`src/rtl/core/assert_macros.svh`:
```
// Assertion macros shared by the line-store pixel converter RTL.
// No dependencies; files that check their own logic include this header.
`ifndef ASSERT_MACROS_SVH
`define ASSERT_MACROS_SVH
`ifndef SYNTHESIS
// Checked at every clock edge outside reset.
`define PDL_ASSERT(lbl, clk, rst_n, prop) \
    lbl: assert property (@(posedge clk) disable iff (!rst_n) prop) \
        else $error("%m: assertion failed");
// Checked at every clock edge, reset included.
`define PDL_ASSERT_ALWAYS(lbl, clk, prop) \
    lbl: assert property (@(posedge clk) prop) \
        else $error("%m: assertion failed");
`else
`define PDL_ASSERT(lbl, clk, rst_n, prop)
`define PDL_ASSERT_ALWAYS(lbl, clk, prop)
`endif
`endif

```
`src/rtl/core/pdl_pkg.sv`:
```
// Shared types, constants and sizes for the PAL delay-line YUV to RGB block.
// No dependencies.
`default_nettype none
package pdl_pkg;

    localparam int LINE_WIDTH = 1024;
    localparam int ADDR_W     = (LINE_WIDTH > 1) ? $clog2(LINE_WIDTH) : 1;
    localparam int COL_W      = 10;
    localparam int COL_EXT_W  = ((ADDR_W > COL_W) ? ADDR_W : COL_W) + 1;

    localparam logic signed [15:0] U_TO_G_COEF = -16'sd12728;
    localparam logic signed [15:0] V_TO_G_COEF = 16'sd32152;

    typedef struct packed {
        logic [COL_W-1:0]   column;
        logic signed [15:0] luma;
        logic signed [15:0] chroma_u;
        logic signed [15:0] chroma_v;
    } t_pixel_in;

    typedef struct packed {
        logic [7:0] red;
        logic [7:0] green;
        logic [7:0] blue;
    } t_pixel_out;

    typedef struct packed {
        logic signed [15:0] u;
        logic signed [15:0] v;
    } t_chroma;

    typedef struct packed {
        logic signed [15:0] y;
        logic signed [15:0] us;
        logic signed [15:0] vs;
    } t_math_in;

    typedef struct packed {
        logic              rd_en;
        logic [ADDR_W-1:0] rd_addr;
        logic              wr_en;
        logic [ADDR_W-1:0] wr_addr;
        t_chroma           wr_data;
    } t_store_req;

endpackage
`default_nettype wire

```
`src/rtl/core/pdl_color_math.sv`:
```
// Color matrix pipeline: products, green sum and byte clamps over three stages.
// Depends on pdl_pkg.
`default_nettype none
module pdl_color_math (
    input  wire                  i_clk,
    input  wire                  i_rst_n,
    input  wire                  i_valid,
    input  pdl_pkg::t_math_in    i_math,
    output logic                 o_ready,
    output logic                 o_valid,
    output pdl_pkg::t_pixel_out  o_pixel,
    input  wire                  i_stall
);
    import pdl_pkg::*;

    function automatic logic [7:0] to_byte(input logic signed [15:0] x);
        logic [7:0] res;
        if (x[15]) begin
            res = 8'd0;
        end else if (x[14]) begin
            res = 8'd255;
        end else begin
            res = x[13:6];
        end
        return res;
    endfunction

    function automatic logic signed [15:0] sat16(input logic signed [16:0] d);
        logic signed [15:0] res;
        if (d[16] != d[15]) begin
            res = d[16] ? 16'sh8000 : 16'sh7fff;
        end else begin
            res = d[15:0];
        end
        return res;
    endfunction

    // stage 2: sums in
    logic               r_s2_valid;
    t_math_in           r_s2;
    // stage 3: products and red/blue
    logic               r_s3_valid;
    logic signed [15:0] r_s3_y;
    logic signed [15:0] r_s3_vs;
    logic signed [15:0] r_s3_gu;
    logic signed [15:0] r_s3_gv;
    logic [7:0]         r_s3_red;
    logic [7:0]         r_s3_blue;
    // stage 4: output register
    logic               r_s4_valid;
    t_pixel_out         r_s4_pix;

    logic               w_rdy2, w_rdy3, w_rdy4;
    logic signed [31:0] w_prod_u, w_prod_v;
    logic signed [15:0] w_red, w_blue;
    logic signed [16:0] w_gv_diff;
    logic signed [15:0] w_g1, w_g;

    assign w_rdy4 = !r_s4_valid || !i_stall;
    assign w_rdy3 = !r_s3_valid || w_rdy4;
    assign w_rdy2 = !r_s2_valid || w_rdy3;

    assign w_prod_u  = 32'(r_s2.us) * 32'(U_TO_G_COEF);
    assign w_prod_v  = 32'(r_s2.vs) * 32'(V_TO_G_COEF);
    assign w_red     = r_s2.y + r_s2.vs;
    assign w_blue    = r_s2.y + r_s2.us;

    assign w_gv_diff = 17'(r_s3_gv) - 17'(r_s3_vs);
    assign w_g1      = r_s3_y + r_s3_gu;
    assign w_g       = w_g1 + sat16(w_gv_diff);

    always_ff @(posedge i_clk) begin
        if (!i_rst_n) begin
            r_s2_valid <= 1'b0;
            r_s3_valid <= 1'b0;
            r_s4_valid <= 1'b0;
        end else begin
            if (w_rdy2) r_s2_valid <= i_valid;
            if (w_rdy3) r_s3_valid <= r_s2_valid;
            if (w_rdy4) r_s4_valid <= r_s3_valid;
        end
    end

    always_ff @(posedge i_clk) begin
        if (w_rdy2) begin
            r_s2 <= i_math;
        end
        if (w_rdy3) begin
            r_s3_y    <= r_s2.y;
            r_s3_vs   <= r_s2.vs;
            r_s3_gu   <= w_prod_u[31:16];
            r_s3_gv   <= w_prod_v[31:16];
            r_s3_red  <= to_byte(w_red);
            r_s3_blue <= to_byte(w_blue);
        end
        if (w_rdy4) begin
            r_s4_pix.red   <= r_s3_red;
            r_s4_pix.green <= to_byte(w_g);
            r_s4_pix.blue  <= r_s3_blue;
        end
    end

    assign o_ready = w_rdy2;
    assign o_valid = r_s4_valid;
    assign o_pixel = r_s4_pix;

endmodule
`default_nettype wire

```
`config.mk`:
```
export PLATFORM = sky130hd
export DESIGN_NAME = pdl_color_math
export DESIGN_NICKNAME = d
export VERILOG_FILES = /design/src/rtl/core/assert_macros.svh /design/src/rtl/core/pdl_pkg.sv /design/src/rtl/core/pdl_color_math.sv
export SDC_FILE = /design/constraint.sdc
export NUM_CORES = 1
export LEC_CHECK = 0
export CELL_PAD_IN_SITES_DETAIL_PLACEMENT = 2
export CELL_PAD_IN_SITES_GLOBAL_PLACEMENT = 2
export CORE_UTILIZATION = 40
export CTS_CLUSTER_SIZE = 14
export DETAILED_ROUTE_END_ITERATION = 8
export DONT_BUFFER_PORTS = 1
export PLACE_DENSITY_LB_ADDON = 0.1
export SYNTH_ARGS = -nofsm -noshare
export SYNTH_HDL_FRONTEND = slang
export SYNTH_SLANG_ARGS = --single-unit
```
`constraint.sdc`:
```
create_clock -name i_clk -period 6.55 [get_ports i_clk]
set_input_delay 0.655 -clock i_clk [delete_from_list [all_inputs] [get_ports i_clk]]
set_output_delay 0.655 -clock i_clk [all_outputs]
set_load 0.01 [all_outputs]
```
* After elaboration in Yosys (flattened, before gate mapping) *
Cells that the tools add are included.
W data, S select, Z words.

operators by class
  add/sub/neg operators = 5
  $mul = 2
  eq/ne operators = 1
  mux-type cells = 5
  reduce and logical (&&, ||, !) cells = 7

operators by type and width
  cell                      number
  $add A16 B16 Y16          4
  $mux W16                  2
  $mul A16 B13 Y29 const B  1
  $mul A16 B12 Y28 const B  1
  $mux W8                   3
  $sub A16 B16 Y17          1
  $logic_not A1 Y1          4
  $logic_or A1 B1 Y1        3
  $ne A1 B1 Y1              1

storage, ports and cells
  register bits after elaboration = 155
  bits of input ports = 52
  logic and storage cells = 35

* Longest topological paths before layout *
  word-level depth = 5
  depth in mapped cells = 26
  gate-level depth less buffers = 25

* Least setup slack after synthesis *
OpenSTA, ideal clock, no wires.

  path type = register -> register
  start point = reg r_s3_gv[1]
  end point = reg r_s4_pix (netlist bit o_pixel[10]), data pin
  data arrival time = 5.523 ns
  required time = 6.273 ns
  slack = 0.749 ns
  cell stages (with the launch flop) = 24
  buffers on the path = 1
  period minus slack after synthesis = 5.801 ns
  path through = edfxtp_1 -> ha_1 -> nor2b_1 -> o21ai_1 -> a21boi_1 -> o31a_1 -> a2111oi_4 -> nor4_1 -> or3_1 -> ha_1 -> and3_1 -> o221ai_2 -> nand2_1 -> buf_2 -> a21oi_1 -> fa_1 -> inv_1 -> ha_1 -> a211o_1 -> o2111a_1 -> o211a_1 -> o211a_1 -> a2111oi_4 -> a21oi_1

on the way
  longest elaborated chain between the ends = 5
  elaborated cells between the ends (all ways) = 6
  classes of those cells = add/sub: 2; eq/ne: 1; mux: 3

ends and longest elaborated chain
  element                                   RTL line                                    RTL
  start, declared                           pdl_color_math.sv:46                        logic signed [15:0] r_s3_gv;
  start signal, assigned                    pdl_color_math.sv:92                        r_s3_gv <= w_prod_v[31:16];
  $sub A16 B16 Y17 (*)                      pdl_color_math.sv:68                        assign w_gv_diff = 17'(r_s3_gv) - 17'(r_s3_vs);
  $mux W16 or $ne A1 B1 Y1 (tied branches)  pdl_color_math.sv:31, pdl_color_math.sv:30
  $mux W16 (*)                              pdl_color_math.sv:30                        if (d[16] != d[15]) begin
  $add A16 B16 Y16 (*)                      pdl_color_math.sv:70                        assign w_g = w_g1 + sat16(w_gv_diff);
  $mux W8                                   pdl_color_math.sv:20                        end else if (x[14]) begin
  end, declared                             pdl_color_math.sv:51                        t_pixel_out r_s4_pix;

Every way passes the cells marked *; elsewhere a longest branch is shown, timed or not.
A chain may end at the register's enable or synchronous reset.

* Final worst setup path *
  start point = reg r_s3_vs[1]
  end point = reg r_s4_pix (netlist bit o_pixel[9]), data pin

on the way
  longest elaborated chain between the ends = 5
  elaborated cells between the ends (all ways) = 6
  classes of those cells = add/sub: 2; eq/ne: 1; mux: 3

ends and longest elaborated chain
  element                                   RTL line                                    RTL
  start, declared                           pdl_color_math.sv:44                        logic signed [15:0] r_s3_vs;
  start signal, assigned                    pdl_color_math.sv:90                        r_s3_vs <= r_s2.vs;
  $sub A16 B16 Y17 (*)                      pdl_color_math.sv:68
  $mux W16 or $ne A1 B1 Y1 (tied branches)  pdl_color_math.sv:31, pdl_color_math.sv:30
  $mux W16 (*)                              pdl_color_math.sv:30
  $add A16 B16 Y16 (*)                      pdl_color_math.sv:70
  $mux W8                                   pdl_color_math.sv:20

Marked as above.

==> out/metrics.json <==
{
  "run_status": "finished with violations",
  "violations": "design-rule violations",
  "clock_insertion_delay_worst_skew_ns": 0.46,
  "relSlewSlack_pct": 26.65,
  "rsz0062_at_grt": "no",
  "cts_buffer_depth": 2,
  "synth_seq_cells": 154,
  "seq_area_frac_synth_pct": 29.35,
  "vias_per_cell": 5.120,
  "grt_pass1_vias": 11770,
  "slowest_stage": "sky130_fd_sc_hd__fa_1",
  "crit_path_time_final_ns": 6.117,
  "regArea_mm2": 0.004594,
  "finClkSkew_ns": 0.01238,
  "fin_tns_setup_ns": 0,
  "layout_worst_path_cycle_share_pct": 93.39,
  "critical_path.startpoint_type": "register",
  "flow.area_growth_from_synthesis_pct": 8.522,
  "multi_input_area_mm2": 0.009614,
  "cts_buffers": 17,
  "worst_hold_path_type": "input port to register",
  "die_area_mm2": 0.03992,
  "gr-total-overflow": 0,
  "grt.total_usage_pct": 22.59,
  "portBuffers": 0,
  "cp.arrival_ns": 6.31,
  "crit_fanout": 8,
  "coreArea_mm2": 0.03865,
  "antenna_violating_nets_post_route": 0,
  "htree_levels": 4,
  "placementRows": 72,
  "mappedNetlistArea_mm2": 0.01565,
  "detail_route.iter0.violations": 380,
  "grt_start_max_net_pins": 80,
  "finalNetCount": 1927,
  "critical_path_class": "register to register",
  "post_synth_inst_count": 1448,
  "final_routed_wirelength_mm": 41.86,
  "drt-pass1-iter-count": 6,
  "timing.fmax_ghz": 0.1635,
  "post_synth.cell_area_avg_um2": 10.81,
  "worst_path_largest_cell_delay_ns": 0.49,
  "antenna-diode-count": 0,
  "worst_path_most_repeated_cell": "sky130_fd_sc_hd__a21oi_1",
  "worst-slew-pin-transition_ns": 1.100,
  "post_route_cells_drive_above_1_share_pct": 4.839,
  "route.vias.total": 10270,
  "synth_ff_type": "sky130_fd_sc_hd__edfxtp_1",
  "wirelength_per_cell_um": 20.87,
  "fillers": 3998,
  "synth_edf_count": 151,
  "netlist-cell-type-count": 66,
  "timing.critical_path.required_ns": 6.75,
  "final_setup_violation_count": 0,
  "count_of_pins_on_the_block_boundary": 78,
  "die_height_um": 199.8,
  "floorplan.initialDensity_pct": 40.50,
  "initial_antenna_violation_count": 1,
  "proportion_of_register_bits_with_asynchronous_set_or_reset_after_synthesis_pct": 0,
  "dpl.hpwl_mm": 34.44,
  "timing_max_transition_violations_final": 0,
  "grt_pass1_wl_mm": 66.55,
  "cts_sinks": 154,
  "dieWidth_um": 199.8,
  "cp-end-kind": "register",
  "globalplace.congestion": 0.7962,
  "cap_violations": 0,
  "clk_pin_slew_ns": 0.07,
  "route.detailed.drc": 1,
  "number_of_failing_hold_endpoints_at_the_final_stage": 0,
  "tritoncts": "done",
  "ys_warn_count": 0,
  "clk_root_buffer_cell": "sky130_fd_sc_hd__clkbuf_16",
  "syn-num-nets": 1900
}
## state kept, by name, indices dropped and copies added (netlist names), 8 cells and up
signal / cells
r_s3_blue: 8
r_s3_gv: 16
r_s3_vs: 16
o_pixel: 24
r_s3_gu: 15
r_s3_y: 16
r_s3_red: 8
r_s2: 48
## synthesized netlist by cell type (9+ instances only)
cell type | number | share of area, %
sky130_fd_sc_hd__a21o_1 | 30 | 1.4
sky130_fd_sc_hd__a21oi_1 | 78 | 2.5
sky130_fd_sc_hd__and3_1 | 10 | 0.40
sky130_fd_sc_hd__edfxtp_1 | 151 | 29
sky130_fd_sc_hd__fa_1 | 179 | 23
sky130_fd_sc_hd__ha_1 | 221 | 18
sky130_fd_sc_hd__inv_1 | 381 | 9.1
sky130_fd_sc_hd__nand2_1 | 38 | 0.91
sky130_fd_sc_hd__nand3_1 | 9 | 0.29
sky130_fd_sc_hd__nand4_1 | 11 | 0.44
sky130_fd_sc_hd__nor2_1 | 39 | 0.94
sky130_fd_sc_hd__nor3_1 | 17 | 0.54
sky130_fd_sc_hd__o21a_1 | 20 | 0.96
sky130_fd_sc_hd__o21ai_0 | 52 | 1.7
sky130_fd_sc_hd__xnor2_1 | 43 | 2.4
sky130_fd_sc_hd__xor2_1 | 21 | 1.2
## final cells by class
type / instances / area share, %
clock buffers: 17 / 2.505
well taps: 518 / 3.816
repair buffers: 15 / 0.6630
inverters: 382 / 8.449
flip-flops and latches: 154 / 27.05
multi-input cells: 905 / 56.60
clock inverters: 15 / 0.9134
## worst paths after layout
| check | startpoint | end | slack, ns | cells after the start |
|---|---|---|---|---|
| worst min-delay path | i_math[27] | r_s2[27]$_DFFE_PP_ | 0.29 | 0 |
| worst min register to register | r_s3_red[1]$_SDFFCE_PP0P_ | o_pixel[17]$_DFFE_PP_ | 0.42 | 0 |
| worst max-delay path | r_s3_vs[1]$_DFFE_PP_ | o_pixel[9]$_SDFFCE_PP0P_ | 0.43 | 26 |
| worst max register to register | r_s3_vs[1]$_DFFE_PP_ | o_pixel[9]$_SDFFCE_PP0P_ | 0.43 | 26 |
## layer usage
metal  up-vias  GRT usage, %  routed length, um  share of wire, %
met2       140         37.05              19780                47
met5         -             0                  8             0.019
li1       4852             -                  -                 -
met1      5239         31.14              20010                48
met4         2         4.552                546               1.3
met3        37         4.234               1516               3.6
## worst max-delay path, delay by kind of cell, from the launching register on
family	cells	cell delay (ns)
buffers and inverters	4	0.54
DFF	1	0.37
and+or+nand+nor	6	1.12
AOI/OAI and AO/OA	12	2.34
adders and majority gates	4	1.48
## placed cells by master, fill, tap and decap left out, drive strengths merged, types with 8 or more instances in the layout
cell | synthesis | final
a31oi | 8 | 8
a21o | 30 | 30
xor2 | 21 | 21
o211ai | 8 | 8
clkbuf | 4 | 17
nor2 | 39 | 39
o21a | 20 | 20
nand3 | 9 | 9
edfxtp | 151 | 151
fa | 179 | 179
nand2b | 8 | 8
nand2 | 38 | 38
nor3b | 8 | 8
and3 | 10 | 10
ha | 221 | 221
nor3 | 17 | 17
nor2b | 8 | 8
o21ai | 55 | 55
a21oi | 80 | 80
buf | 3 | 15
inv | 381 | 387
nand4 | 11 | 11
a211oi | 9 | 9
xnor2 | 43 | 43
## metrics by stage
step | hold WS, ns | setup WS [ns] | std cells | cell area [um^2] | utilization (%)
after floorplan | 0.4003 | 0.7492 | 1448 | 15650 | -
after global placement | 0.4046 | 0.2981 | 1972 | 16370 | 42.36
after detailed placement | 0.4051 | 0.1249 | 1972 | 16370 | 42.36
after CTS | 0.2578 | 0.06074 | 2004 | 16950 | 43.86
after global routing | 0.2523 | 0.01356 | 2006 | 16990 | 43.95
final | 0.2886 | 0.4331 | 2006 | 16990 | 43.95
## cells by family after synthesis
family	synth area share (%)
flip-flops	29.35
XOR/XNOR	3.581
AND/OR/NAND/NOR	5.972
multiplexers	0.1359
AO/OA/AOI/OAI	11.04
adder cells (fa/ha/maj)	40.56
buffers and inverters	9.353
## repair_timing
action / in CTS / in global routing
setup endpoints to repair: 0 / 8
gates resized for setup: 0 / 4
buffers inserted: 0 / 2
hold buffers: 0 / 0
Power is left out: the tool's default activity adds up to more than one toggle a clock period on the data nets, which glitch-free logic cannot reach.
